$ cat src/design/clcd_pkg.sv
// Shared types and constants for the CR LF line LED command decoder.
// No dependencies; imported by every design file.
package clcd_pkg;

    localparam int unsigned LINE_MAX   = 256;
    localparam int unsigned HEAD_DEPTH = 8;
    localparam int unsigned CNT_W      = 14;
    localparam int unsigned HEAD_IDX_W = 3;

    localparam logic [7:0] BYTE_CR   = 8'h0d;
    localparam logic [7:0] BYTE_LF   = 8'h0a;
    localparam logic [7:0] CH_HASH   = 8'h23;
    localparam logic [7:0] CH_L      = 8'h6c;
    localparam logic [7:0] CH_E      = 8'h65;
    localparam logic [7:0] CH_D      = 8'h64;
    localparam logic [7:0] CH_C      = 8'h63;
    localparam logic [7:0] CH_M      = 8'h6d;
    localparam logic [7:0] CH_O      = 8'h6f;
    localparam logic [7:0] CH_N      = 8'h6e;
    localparam logic [7:0] CH_F      = 8'h66;
    localparam logic [7:0] CH_ONE    = 8'h31;
    localparam logic [7:0] CH_TWO    = 8'h32;
    localparam logic [7:0] CH_EIGHT  = 8'h38;

    typedef enum logic [1:0] {
        EV_TAKEN    = 2'd0,
        EV_LINE     = 2'd1,
        EV_DROP_LF  = 2'd2,
        EV_DROP_OVF = 2'd3
    } line_event_t;

    typedef logic [7:0] head_t [HEAD_DEPTH];

    // Header decode outcome
    typedef struct packed {
        logic       hit;
        logic [7:0] led_new;
    } decode_t;

    // One result word
    typedef struct packed {
        line_event_t line_event;
        logic [7:0]  led_mask;
        logic        command_hit;
    } result_t;

endpackage

$ cat src/design/clcd_decode.sv
// Combinational header decode: #ledNon, #ledNoff, #cmd1, #cmd2.
// Depends on clcd_pkg.
module clcd_decode (
    input  clcd_pkg::head_t   head,
    input  logic [7:0]        led_cur,
    output clcd_pkg::decode_t dec
);
    import clcd_pkg::*;

    logic       valid_n;
    logic [2:0] n_idx;
    logic [7:0] bit_sel;
    logic [7:0] n_off;

    always_comb begin
        n_off   = head[4] - CH_ONE;
        valid_n = (head[4] >= CH_ONE) && (head[4] <= CH_EIGHT);
        n_idx   = n_off[2:0];
        bit_sel = 8'b1 << n_idx;

        dec.hit     = 1'b0;
        dec.led_new = led_cur;
        if (head[0] == CH_HASH) begin
            if (head[1] == CH_L && head[2] == CH_E && head[3] == CH_D) begin
                if (head[5] == CH_O && head[6] == CH_N) begin
                    if (valid_n) begin
                        dec.hit     = 1'b1;
                        dec.led_new = led_cur | bit_sel;
                    end
                end else if (head[5] == CH_O && head[6] == CH_F && head[7] == CH_F) begin
                    if (valid_n) begin
                        dec.hit     = 1'b1;
                        dec.led_new = led_cur & ~bit_sel;
                    end
                end
            end else if (head[1] == CH_C && head[2] == CH_M && head[3] == CH_D) begin
                if (head[4] == CH_ONE) begin
                    dec.hit     = 1'b1;
                    dec.led_new = 8'hff;
                end else if (head[4] == CH_TWO) begin
                    dec.hit     = 1'b1;
                    dec.led_new = 8'h00;
                end
            end
        end
    end

endmodule

$ cat src/design/clcd_core.sv
// Line state: length count, CR flag, header store and LED register.
// Depends on clcd_pkg and clcd_decode.
module clcd_core (
    input  logic              aclk,
    input  logic              aresetn,
    input  logic              step,
    input  logic [7:0]        rx_byte,
    output clcd_pkg::result_t res
);
    import clcd_pkg::*;

    localparam logic [CNT_W:0] LIMIT = (CNT_W + 1)'(LINE_MAX);

    logic [CNT_W-1:0] count_reg, count_next;
    logic             cr_seen_reg, cr_seen_next;
    head_t            head_reg;
    logic [7:0]       led_reg, led_next;
    logic             head_wr;
    logic [CNT_W:0]   count_inc;
    decode_t          dec;

    clcd_decode u_decode (
        .head    (head_reg),
        .led_cur (led_reg),
        .dec     (dec)
    );

    always_comb begin
        count_inc        = {1'b0, count_reg} + 1'b1;
        count_next       = count_reg;
        cr_seen_next     = cr_seen_reg;
        led_next         = led_reg;
        head_wr          = 1'b0;
        res.line_event   = EV_TAKEN;
        res.command_hit  = 1'b0;
        if (cr_seen_reg) begin
            count_next   = '0;
            cr_seen_next = 1'b0;
            if (rx_byte != BYTE_LF) begin
                res.line_event = EV_DROP_LF;
            end else begin
                res.line_event  = EV_LINE;
                res.command_hit = dec.hit;
                led_next        = dec.led_new;
            end
        end else if (rx_byte == BYTE_CR) begin
            cr_seen_next = 1'b1;
        end else begin
            head_wr = (count_reg < CNT_W'(HEAD_DEPTH));
            if (count_inc >= LIMIT) begin
                count_next     = '0;
                res.line_event = EV_DROP_OVF;
            end else begin
                count_next = count_inc[CNT_W-1:0];
            end
        end
        res.led_mask = led_next;
    end

    always_ff @(posedge aclk) begin
        if (!aresetn) begin
            count_reg   <= '0;
            cr_seen_reg <= 1'b0;
            led_reg     <= '0;
            for (int i = 0; i < HEAD_DEPTH; i++) begin
                head_reg[i] <= '0;
            end
        end else if (step) begin
            count_reg   <= count_next;
            cr_seen_reg <= cr_seen_next;
            led_reg     <= led_next;
            if (head_wr) begin
                head_reg[count_reg[HEAD_IDX_W-1:0]] <= rx_byte;
            end
        end
    end

endmodule

$ cat src/design/crlf_line_led_command_decoder.sv
// Top level of the CR LF line LED command decoder: input and result registers.
// Depends on clcd_pkg and clcd_core.
//
// Usage
//   s_* : received bytes, one byte per word in s_tdata[7:0].
//   m_* : one result word per input byte. m_tuser[1:0] is the line event
//         (byte taken, line complete, dropped for missing LF, dropped on
//         overflow); m_tdata carries the LED mask and the command-hit flag.
//   Path: a byte accepted is held in the input register; its result is loaded
//   into the result register once that slot is free or emptying, then offered on m_*.
//   Throughput: one byte per cycle while m_tready is high; the line state,
//   header decode and LED update all settle in the single step from input
//   to result register.
//   Reset (aresetn low, synchronous): both registers empty, line count and
//   CR flag cleared, header store zeroed, all LEDs dark.
//   Stall: while m_tready is low a waiting result holds; the input register
//   still takes one more byte, after which s_tready drops until the result
//   is taken. No word is lost or repeated.
module crlf_line_led_command_decoder (
    input  logic        aclk,
    input  logic        aresetn,
    input  logic        s_tvalid,
    output logic        s_tready,
    input  logic [7:0]  s_tdata,    // [7:0] rx_byte
    output logic        m_tvalid,
    input  logic        m_tready,
    output logic [15:0] m_tdata,    // [7:0] led_mask, [8] command_hit, [15:9] zero
    output logic [1:0]  m_tuser     // [1:0] line_event
);
    import clcd_pkg::*;

    logic       in_valid_reg;
    logic [7:0] in_byte_reg;
    logic       out_valid_reg;
    result_t    out_reg;
    result_t    res;
    logic       advance;

    // Move the held byte forward when the result slot is free or emptying
    assign advance  = in_valid_reg && (!out_valid_reg || m_tready);
    assign s_tready = !in_valid_reg || advance;

    clcd_core u_core (
        .aclk    (aclk),
        .aresetn (aresetn),
        .step    (advance),
        .rx_byte (in_byte_reg),
        .res     (res)
    );

    always_ff @(posedge aclk) begin
        if (!aresetn) begin
            in_valid_reg <= 1'b0;
        end else if (s_tready) begin
            in_valid_reg <= s_tvalid;
        end
    end

    always_ff @(posedge aclk) begin
        if (s_tready && s_tvalid) begin
            in_byte_reg <= s_tdata;
        end
    end

    always_ff @(posedge aclk) begin
        if (!aresetn) begin
            out_valid_reg <= 1'b0;
        end else if (advance) begin
            out_valid_reg <= 1'b1;
        end else if (m_tready) begin
            out_valid_reg <= 1'b0;
        end
    end

    always_ff @(posedge aclk) begin
        if (advance) begin
            out_reg <= res;
        end
    end

    assign m_tvalid = out_valid_reg;
    assign m_tdata  = {7'b0, out_reg.command_hit, out_reg.led_mask};
    assign m_tuser  = out_reg.line_event;

endmodule
$ cat config.mk
export PLATFORM = sky130hd
export DESIGN_NAME = crlf_line_led_command_decoder
export DESIGN_NICKNAME = d
export VERILOG_FILES = /design/src/design/clcd_pkg.sv /design/src/design/clcd_decode.sv /design/src/design/clcd_core.sv /design/src/design/crlf_line_led_command_decoder.sv
export SDC_FILE = /design/constraint.sdc
export NUM_CORES = 1
export LEC_CHECK = 0
export BUFFER_PORTS_ARGS = -buffer_cell sky130_fd_sc_hd__buf_2
export CORE_MARGIN = 8
export CORE_UTILIZATION = 61
export DETAILED_ROUTE_END_ITERATION = 10
export PLACE_DENSITY = 0.8
export RECOVER_POWER = 25
export SLEW_MARGIN = 20
export SYNTH_ARGS = -nofsm -noshare
export SYNTH_HDL_FRONTEND = slang
export SYNTH_HIERARCHICAL = 1
export SYNTH_SLANG_ARGS = --single-unit
$ cat constraint.sdc
create_clock -name aclk -period 4 [get_ports aclk]
set_input_delay 0.8 -clock aclk [delete_from_list [all_inputs] [get_ports aclk]]
set_output_delay 0.8 -clock aclk [all_outputs]
set_load 0.02 [all_outputs]
* Word-level counts from Yosys, hierarchy flattened
Index checks and enable logic that the tools add are counted.
Storage, ports and cells: register bits 108, input bits 12, output and inout port bits 20, word-level logic and storage cells 93
Cells by class: add/sub/neg operators 2, magnitude comparators 6, equal/unequal tests 15, shift-type cells 1, multiplexer cells 27, bitwise operators 6, reduce and logical (&&, ||, !) cells 19
Operators by type and width (number):
- $eq A8 B7 Y1 const B | 9
- $mux W9 | 8
- $bwmux W64 | 1
- $mux W14 | 3
- $mux W8 | 4
- $demux W8 S3 | 1
- $eq A8 B6 Y1 const B | 3
- $add A14 B1 Y15 const B | 1
- $ge A15 B9 Y1 const B | 1
- $lt A14 B4 Y1 const B | 1
- $logic_and A1 B1 Y1 | 11
- $and A8 B8 Y8 | 1
- $eq A8 B4 Y1 const B | 1
- $ge A8 B6 Y1 const B | 1
- $le A8 B6 Y1 const B | 1
- $mux W2 | 4
- $ne A8 B4 Y1 const B | 1
- $not A8 Y8 | 1
- $or A8 B8 Y8 | 1
- $shl A1 B3 Y8 const A | 1
- $mux W1 | 6
- $ge A4 B4 Y1 const B | 1
- $lt A4 B1 Y1 const B | 1
- $not A3 Y4 | 1
- 8 further kinds | 12

* Logic depth before layout (Yosys ltp)
Gate-level depths: netlist of the first run.
depth after elaboration 11, mapped depth 9, gate-level depth less buffers 8

* Cells and area by module
Netlist of the first run, hierarchy kept.
Modules (own cells, without submodules):
- clcd_core | times used 1, cells each 382, area an instance 3801.1 um2, sequential area each 1741.7 um2
- clcd_decode | times used 1, cells each 101, area an instance 769.5 um2, sequential area each 0.0 um2
- crlf_line_led_command_decoder | times used 1, cells each 36, area an instance 730.7 um2, sequential area each 610.6 um2

* Least setup slack after synthesis of the first run
OpenSTA, ideal clock, no wires.
path kind input-to-reg, start point input m_tready, end point register u_core/head_reg[16] in the netlist's numbering, library setup time 0.116 ns, data arrival time 2.994 ns, required time 3.884 ns, path slack 0.890 ns, stages on the path 9, buffers on the path 2, cell sequence nor2b_4 -> nor2b_1 -> nand2_1 -> or3_1 -> buf_6 -> or4b_4 -> buf_6 -> mux2i_1 -> nor2b_1
On the way: word-level cells in the longest chain between the ends 3
Ends and longest elaborated chain:
- start, declared | RTL line crlf_line_led_command_decoder.sv:26 | input logic m_tready,
- $logic_or A1 B1 Y1 | RTL line crlf_line_led_command_decoder.sv:40 | assign advance = in_valid_reg && (!out_valid_reg || m_tready);
- $logic_and A1 B1 Y1 | RTL line crlf_line_led_command_decoder.sv:40
- named net advance | RTL line crlf_line_led_command_decoder.sv:37 | logic advance;
- $reduce_and A2 Y1 (no source line)
- end signal, assigned by index | RTL line clcd_core.sv:73 | head_reg[count_reg[HEAD_IDX_W-1:0]] <= rx_byte;
- end, declared | RTL line clcd_core.sv:16 | head_t head_reg;
The timed path passes the listed nets, and every way through them passes these cells. A chain may end at the register's enable or synchronous reset.

==> results.toml, run 1 <==
[status]
status = "completed"

[timing]
finalSetupViolCount = 0
grt_setup_unrepaired = "false"
min_period_over_period = 0.734
slew-limit-headroom = 0.324
fmax_mhz = 341
finClkSkew_ns = 0.0114
fin_hold_ws_ns = 0.526
worstMarginPinSlew_ns = 1.01
hold_viol_final = 0
slew_violations = 0
tns_ns = 0
min_period_ns = 2.94

[hold_path]
min_path_cells = 2
hold_path_startpoint = "u_core/head_reg[38]$_SDFFE_PN0P_"
whs_endpoint = "u_core/head_reg[38]$_SDFFE_PN0P_"
hp-class = "flop to flop"

[route]
vias = 3762
drtIter0Drc = 222
drcViolationCount = 0
avgViaCountPerCell = 5.88
wirelength_um = 10700
avgRoutedWirePerCell_um = 16.7
drtPass1Iterations = 4
antenna_left = 0

[placement]
globalplace.congestion = 0.878
placed_cell_area_sq_mm = 0.00539
placed_cells = 624
io_buffers = 24
dp_hpwl_um = 7390

[cts]
cts.clk_slew.worst_paths_ns = 0.10
insertion_delay_ns = 0.36
cts_resized = 0
cts_made_buffers = 9
ctsLongestPathBuffers = 2
h-tree-depth = 3
cts_tree = "done"
clock_tree.root_cell = "clkbuf_8"
cts_setup_buffers = 0
cts_hold_buf = 0
clock_sinks = 108

[layout]
multi_input_area_sq_mm = 0.00272
finish.utilization = 0.648
final_cell_area_sq_mm = 0.00557
drive_gt1_frac = 0.117
diodes = 0
areaGrowthSynthToFinish_pct = 5.05
fin_cells = 640
nNetsFinal = 542
largest_register_ffs = 64
n_fill_cell = 731
seqCellArea_sq_mm = 0.00235

[worst_setup_path]
cpLargestDelayFamily = "compound AO/OA/AOI/OAI gates"
cp.required_ns = 4.08
r2r_start = "u_core/count_reg[1]$_SDFFE_PN0P_"
worstSetupPathType = "flop to flop"
worst-path-max-fanout = 13
arrival_ns = 3.02
cp_cell_sequence = "ha_1 > nand3_1 > nor2_1 > a21boi_0 > a2bb2oi_1 > a21o_1 > o21ai_0"
path_buf_inv = 0
crit_path_end_kind = "flop"
r2r-end = "m_tuser[0]$_DFFE_PP_"
rrSetupSlack_ns = 1.06
reg2reg_depth = 7
max_stage_delay_ns = 0.80
slowest_stage = "a2bb2oi_1"
crit_path_start_kind = "flop"

[global_routing]
grt_pass1_vias = 3552
gr-usage-met2 = 0.304
top_usage_layer = "met2"
antenna_found_initial = 0
grt_max_degree = 76
grt_use_total = 0.186
grtUsageMet1 = 0.249
gr-total-overflow = 0
gr-usage-met3 = 0.0366
grt_pass1_wl_um = 17800

[yosys]
ys_seq_elements = 108
yosysUniqueCellTypes = 67
yosysWarningCount = 6
synthesis.area_sq_mm = 0.00530
async_reset_ff_frac = 0
synthCells = 519
synth_ff_type = "dfxtp_1"
synth.avg_cell_area_sq_um = 10.2
synth_edf_count = 19
ys_seq_area_frac = 0.444

[die]
dieArea_sq_mm = 0.0119
num_io_pins = 32
die_h_um = 109
fp-row-count = 34
start_util = 0.617
core_area_sq_mm = 0.00859
die_w_um = 109

[power_and_ir_drop]
p_leak_nw = 2.10
vdd_drop_max_uv = 329
power.density_mw_per_mm2 = 340

[run]
cap_violations = 0
cells in the final DEF, fill, tap and decap left out, types with 7 or more instances in the layout:
cell type / synthesis / final
inv_1: 10 / 10
nor4_1: 11 / 11
dfxtp_1: 89 / 89
nor2_1: 15 / 15
clkbuf_1: 15 / 9
nand2_1: 41 / 41
buf_2: 9 / 17
o21ai_0: 8 / 8
nand3_1: 24 / 24
nand4_1: 10 / 10
mux2i_1: 73 / 73
edfxtp_1: 19 / 19
and2_1: 10 / 10
conb_1: 1 / 7
nor2b_1: 73 / 73
clkbuf_8: 0 / 9
worst max path at each step:
| stage | start | end | slack [ns] | cells past startpoint |
|---|---|---|---|---|
| 2_1_floorplan | m_tready | u_core/head_reg[16]$_SDFFE_PN0P_ | 0.89 | 9 |
| 3_3_place_gp | m_tready | u_core/head_reg[63]$_SDFFE_PN0P_ | 1.24 | 8 |
| 3_5_place_dp | m_tready | u_core/head_reg[58]$_SDFFE_PN0P_ | 1.12 | 8 |
| 4_1_cts | u_core/count_reg[1]$_SDFFE_PN0P_ | m_tuser[0]$_DFFE_PP_ | 1.12 | 7 |
| 5_1_grt | u_core/count_reg[1]$_SDFFE_PN0P_ | m_tuser[0]$_DFFE_PP_ | 0.76 | 7 |
| 6_report | u_core/count_reg[1]$_SDFFE_PN0P_ | m_tuser[0]$_DFFE_PP_ | 1.06 | 7 |
kinds of logic (layout without fill, tap and decap cells):
kind of cell               Yosys count  in the layout  share of synthesized area
AOI/OAI and AO/OA                   47             47                     0.0694
xor gates and xnor gates             2              2                    0.00330
adders and majority gates            3              3                    0.00708
buffers and inverters               46             53                     0.0467
DFF                                108            108                      0.444
muxes                               74             74                      0.140
other                                1              7                   0.000707
and+or+nand+nor                    238            238                      0.289
worst min-delay path: cells and delay by family (launching register included):
family	cells	cell delay, ns
mux	1	0.07
simple gates	1	0.10
flops	1	0.33
routing by layer:
| metal | routed length [um] | vias to the layer above | part of all wire |
|---|---|---|---|
| met5 | 0 | - | 0 |
| li1 | - | 1851 | - |
| met4 | 76 | 0 | 0.0071 |
| met1 | 5130 | 1820 | 0.48 |
| met3 | 477 | 8 | 0.045 |
| met2 | 4980 | 83 | 0.47 |
stage by stage:
step | worst slack (ns) | total power [mW]
floorplan | 0.890 | 1.27
global placement | 1.24 | 1.29
detailed placement | 1.12 | 1.30
CTS | 1.12 | 1.91
global route | 0.762 | 1.97
finish | 1.06 | 1.90
power breakdown:
part	internal [mW]	leakage (nW)	total, mW	switching, mW
Combinational	0.0449	1.11	0.107	0.0622
Clock	0.241	0.0953	0.625	0.384
Sequential	1.13	0.895	1.16	0.0358
cell usage after synthesis (2+ instances only):
| master | instances | share of area |
|---|---|---|
| xnor2_1 | 2 | 0.0033 |
| and4bb_2 | 4 | 0.0094 |
| nor4bb_1 | 4 | 0.0076 |
| inv_1 | 10 | 0.0071 |
| nor4b_4 | 2 | 0.0090 |
| buf_6 | 5 | 0.011 |
| or3_1 | 2 | 0.0024 |
| a21o_1 | 3 | 0.0042 |
| nor4_4 | 3 | 0.012 |
| nand2_1 | 41 | 0.029 |
| nand4_1 | 10 | 0.012 |
| clkbuf_1 | 15 | 0.011 |
| a21bo_2 | 2 | 0.0038 |
| ha_1 | 3 | 0.0071 |
| a21oi_1 | 6 | 0.0057 |
| buf_2 | 9 | 0.0085 |
| a41oi_1 | 3 | 0.0050 |
| and2_1 | 10 | 0.012 |
| nor3_1 | 6 | 0.0057 |
| or3_2 | 2 | 0.0028 |
| nor2_1 | 15 | 0.011 |
| buf_4 | 7 | 0.0099 |
| and2b_1 | 2 | 0.0028 |
| a21boi_0 | 2 | 0.0028 |
| nor3b_1 | 3 | 0.0042 |
| nor2b_1 | 73 | 0.086 |
| o21ai_0 | 8 | 0.0076 |
| and3_1 | 4 | 0.0047 |
| nor4_1 | 11 | 0.013 |
| nand3_1 | 24 | 0.023 |
| dfxtp_1 | 89 | 0.34 |
| o21ai_1 | 2 | 0.0019 |
| nor4b_1 | 3 | 0.0050 |
| or2_2 | 2 | 0.0024 |
| mux2i_1 | 73 | 0.14 |
| or4b_4 | 2 | 0.0052 |
| and4_1 | 3 | 0.0050 |
| edfxtp_1 | 19 | 0.11 |
| o21a_1 | 6 | 0.0085 |
| a31oi_1 | 2 | 0.0024 |
layout make-up:
type	count	area share
multi-input combinational	371	0.489
timing repair buffer	27	0.0234
inverter	10	0.00674
tap	108	0.0243
sequential	108	0.422
clock buffer	10	0.0229
clock inverter	6	0.0112
Power figures use the tool's default switching activity.
==> run 2, diff against run 1 <==
==> constraint.sdc (replaced) <==
create_clock -name aclk -period 2.9 [get_ports aclk]
set_input_delay 0.58 -clock aclk [delete_from_list [all_inputs] [get_ports aclk]]
set_output_delay 0.58 -clock aclk [all_outputs]
set_load 0.02 [all_outputs]
==> results.toml, run 2 (same netlist as run 1, synthesis figures left out) <==
[layout]
fin_cells = 653
finish.utilization = 0.656
layout_common_cells = "dfxtp_1, nor2b_1, mux2i_1"
largest_register_ffs = 64
drive_gt1_frac = 0.125
areaGrowthSynthToFinish_pct = 6.25
nNetsFinal = 555
diodes = 0
layout_commonest_cell = "dfxtp_1"

[route]
avgRoutedWirePerCell_um = 16.5
avgViaCountPerCell = 5.79
vias = 3778
wirelength_um = 10700
drtPass1Iterations = 4
drcViolationCount = 0
antenna_left = 0
drtIter0Drc = 191

[worst_setup_path]
arrival_ns = 2.83
worst-path-max-fanout = 12
cp.required_ns = 3.21
crit_path_start_kind = "flop"
crit_path_end_kind = "flop"
worstSetupPathType = "flop to flop"

[cts]
clock_sinks = 108
cts_resized = 0
cts.clk_slew.worst_paths_ns = 0.10
clock_tree.root_cell = "clkbuf_8"
cts_setup_buffers = 0
cts_made_buffers = 9
ctsLongestPathBuffers = 2
cts_tree = "done"
h-tree-depth = 3
insertion_delay_ns = 0.36
cts_hold_buf = 0

[status]
violations = "capacitance limit, slew limit"
status = "finished, violations left"

[die]
fp-row-count = 34
dieArea_sq_mm = 0.0119
core_area_sq_mm = 0.00859
die_w_um = 109
num_io_pins = 32
die_h_um = 109
start_util = 0.617

[timing]
finClkSkew_ns = 0.00854
worstMarginPinSlew_ns = 2.01
min_period_over_period = 0.869
min_period_ns = 2.52
slew_violations = 67
hold_viol_final = 0
slew-limit-headroom = -0.338
grt_setup_unrepaired = "false"
tns_ns = 0
fmax_mhz = 397
finalSetupViolCount = 0
finalWorstSetupSlack_ns = 0.380

[placement]
placed_cells = 637
io_buffers = 24
globalplace.congestion = 0.900
dp_hpwl_um = 7650
place_ws_ns = 0.351

[run]
cap_violations = 1

[global_routing]
gr-total-overflow = 0
grt_pass1_wl_um = 18000
grt_max_degree = 67
grt_use_total = 0.189
grt_pass1_vias = 3672
antenna_found_initial = 0

[power_and_ir_drop]
total_power_mw = 2.59
vdd_drop_max_uv = 406
p_leak_nw = 2.14
power.density_mw_per_mm2 = 461

[hold_path]
hp-class = "input pin to flop"
run 2: cell types whose count changed in the layout (fill, tap and decap cells not counted), sizes merged:
| cell | previous run | this run |
|---|---|---|
| buf | 19 | 26 |
| clkinvlp | 0 | 1 |
| clkinv | 5 | 2 |
| inv | 11 | 13 |
| clkbuf | 18 | 24 |
run 2: critical path, stage by stage (launching register included):
cell and delay (ns):
dfxtp_1 0.63, ha_1 0.28, nand3_1 0.20, nor3_1 0.29
mux2i_1 0.23, and4_1 0.47, and2_1 0.23, mux2_2 0.15
run 2: final timing paths:
kind | start | end | slack [ns] | cells past startpoint
setup / recovery | u_core/count_reg[1]$_SDFFE_PN0P_ | u_core/count_reg[0]$_SDFFE_PN0P_ | 0.38 | 7
hold / removal | s_tdata[2] | in_byte_reg[2]$_DFFE_PP_ | 0.39 | 1
setup reg to reg | u_core/count_reg[1]$_SDFFE_PN0P_ | u_core/count_reg[0]$_SDFFE_PN0P_ | 0.38 | 7
hold reg to reg | u_core/head_reg[5]$_SDFFE_PN0P_ | u_core/head_reg[5]$_SDFFE_PN0P_ | 0.52 | 2
run 2: final cells by class:
class	instances	area, sq um
inverter	10	37.5
multi-input combinational	371	2720
clock inverter	6	46.3
fill	716	2960
clock buffer	10	128
sequential	108	2350
tap	108	135
timing repair buffer	40	218
run 2: where the power goes:
part           leakage [nW]  switching, mW  internal (mW)
sequential            0.895         0.0282           1.56
clock                0.0890          0.512          0.323
combinational          1.15          0.105         0.0704
run 2: stage by stage:
step | instance area (sq um) | hold slack [ns]
2_1_floorplan | 5320 | 0.458
3_3_place_gp | 5490 | 0.489
3_5_place_dp | 5490 | 0.499
4_1_cts | 5660 | 0.371
5_1_grt | 5630 | 0.359
6_report | 5630 | 0.387
run 2: layer usage:
| layer | wire length, um | track usage | vias to the layer above |
|---|---|---|---|
| met5 | 0 | 0 | - |
| met4 | 178 | 0.0608 | 0 |
| met3 | 493 | 0.0361 | 15 |
| met2 | 5150 | 0.328 | 91 |
| met1 | 4920 | 0.231 | 1798 |
| li1 | - | - | 1874 |
==> run 3, diff against run 2 <==
--- a/config.mk
+++ b/config.mk
@@ -7,9 +7,10 @@
 export LEC_CHECK = 0
 export BUFFER_PORTS_ARGS = -buffer_cell sky130_fd_sc_hd__buf_2
 export CORE_MARGIN = 8
-export CORE_UTILIZATION = 61
+export CORE_UTILIZATION = 63
+export CTS_BUF_LIST = sky130_fd_sc_hd__clkbuf_2 sky130_fd_sc_hd__clkbuf_4 sky130_fd_sc_hd__clkbuf_8
 export DETAILED_ROUTE_END_ITERATION = 10
-export PLACE_DENSITY = 0.8
+export PLACE_DENSITY = 0.82
 export RECOVER_POWER = 25
 export SLEW_MARGIN = 20
 export SYNTH_ARGS = -nofsm -noshare
==> results.toml, run 3 (same netlist as run 1, synthesis figures left out) <==
[cts]
cts_tree = "done"
ctsLongestPathBuffers = 2
clock_tree.root_cell = "clkbuf_8"
cts_hold_buf = 0
cts.clk_slew.worst_paths_ns = 0.11
cts_setup_buffers = 0
clock_sinks = 108
h-tree-depth = 3
cts_made_buffers = 9
insertion_delay_ns = 0.37
cts_resized = 0

[timing]
min_period_ns = 2.51
hold_viol_final = 0
grt_setup_unrepaired = "false"
slew-limit-headroom = -0.141
tns_ns = 0
finClkSkew_ns = 0.0115
finalSetupViolCount = 0
fmax_mhz = 398
fin_hold_ws_ns = 0.373
worstMarginPinSlew_ns = 1.71
slew_violations = 59
min_period_over_period = 0.865

[layout]
layout_common_cells = "dfxtp_1, nor2b_1, mux2i_1"
final_cell_area_sq_mm = 0.00565
multi_input_area_sq_mm = 0.00272
areaGrowthSynthToFinish_pct = 6.51
drive_gt1_frac = 0.123
n_fill_cell = 643
largest_register_ffs = 64
seqCellArea_sq_mm = 0.00235
diodes = 0
nNetsFinal = 554
layout_commonest_cell = "dfxtp_1"

[worst_setup_path]
cp_cell_sequence = "ha_1 > nand3_1 > nor3_1 > mux2i_1 > and4_1 > and2_1 > mux2_2"
max_stage_delay_ns = 0.64
cp.required_ns = 3.23
crit_path_end_kind = "flop"
cpLargestDelayFamily = "simple AND/OR/NAND/NOR gates"
slowest_stage = "dfxtp_1"
arrival_ns = 2.84
worst-path-max-fanout = 12
worstSetupPathType = "flop to flop"
crit_path_start_kind = "flop"
path_buf_inv = 0

[global_routing]
grt_max_degree = 59
antenna_found_initial = 0
grt_pass1_vias = 3629
gr-total-overflow = 0
grt_use_total = 0.190
grt_pass1_wl_um = 17700

[power_and_ir_drop]
power.density_mw_per_mm2 = 472
p_leak_nw = 2.14
comb_power_share = 0.066
clkPwrFrac = 0.340
power_frac_seq = 0.594
vdd_drop_max_uv = 348
p_sw_frac = 0.255
internal_power_mw = 1.99
power_switching_uw = 681

[route]
drtIter0Drc = 189
antenna_left = 0
drtPass1Iterations = 4
drcViolationCount = 0
wirelength_um = 10700
avgRoutedWirePerCell_um = 16.5
vias = 3809
avgViaCountPerCell = 5.87

[die]
start_util = 0.648
die_w_um = 108
fp-row-count = 33
core_area_sq_mm = 0.00818
num_io_pins = 32
die_h_um = 108
dieArea_sq_mm = 0.0116

[placement]
globalplace.congestion = 0.890
io_buffers = 24
placed_cell_area_sq_mm = 0.00548
dp_hpwl_um = 7460

[run]
cap_violations = 1

[status]
violations = "capacitance limit, slew limit"
status = "finished, violations left"

[hold_path]
hp-class = "input pin to flop"
[run 3: cell count changes in the layout (fill, tap and decap cells not counted), sizes merged]
cell	delta
buf	-2
clkbuf	+1
inv	+1
clkinvlp	-1
[run 3: worst paths after layout]
path / from / to / slack [ns] / cells after the start
worst max-delay path: u_core/count_reg[1]$_SDFFE_PN0P_ / u_core/count_reg[0]$_SDFFE_PN0P_ / 0.39 / 7
worst min-delay path: s_tdata[3] / in_byte_reg[3]$_DFFE_PP_ / 0.37 / 1
worst max register to register: u_core/count_reg[1]$_SDFFE_PN0P_ / u_core/count_reg[0]$_SDFFE_PN0P_ / 0.39 / 7
worst min register to register: u_core/head_reg[56]$_SDFFE_PN0P_ / u_core/head_reg[56]$_SDFFE_PN0P_ / 0.52 / 2
[run 3: final cells by class]
| cell class | instances | area share |
|---|---|---|
| Clock buffer | 10 | 0.0244 |
| Clock inverter | 6 | 0.0111 |
| Inverter | 10 | 0.00665 |
| Multi-Input combinational cell | 371 | 0.481 |
| Sequential cell | 108 | 0.417 |
| Tap cell | 105 | 0.0233 |
| Timing Repair Buffer | 39 | 0.0370 |
[run 3: through the flow]
stage | power (mW) | setup WS [ns] | cells | utilization
6_report | 2.67 | 0.391 | 649 | 0.691
2_1_floorplan | 1.75 | 0.00958 | 525 | -
3_5_place_dp | 1.80 | 0.355 | 633 | 0.670
3_3_place_gp | 1.79 | 0.428 | 633 | 0.670
5_1_grt | 2.77 | 0.133 | 649 | 0.691
4_1_cts | 2.69 | 0.403 | 649 | 0.695
[run 3: power groups by stage]
stage               registers [mW]  logic, mW  clock network [mW]
finish                        1.58      0.175               0.907
global placement              1.62      0.175                   0
CTS                           1.58      0.179               0.930
detailed placement            1.62      0.179                   0
global route                  1.59      0.190               0.993
floorplan                     1.61      0.138                   0
[run 3: layer usage]
| metal | global-route usage | routed length [um] | part of all wire |
|---|---|---|---|
| met1 | 0.236 | 4750 | 0.44 |
| met2 | 0.320 | 5150 | 0.48 |
| met3 | 0.0455 | 668 | 0.063 |
| met4 | 0.0505 | 110 | 0.010 |
| met5 | 0 | 0 | 0 |
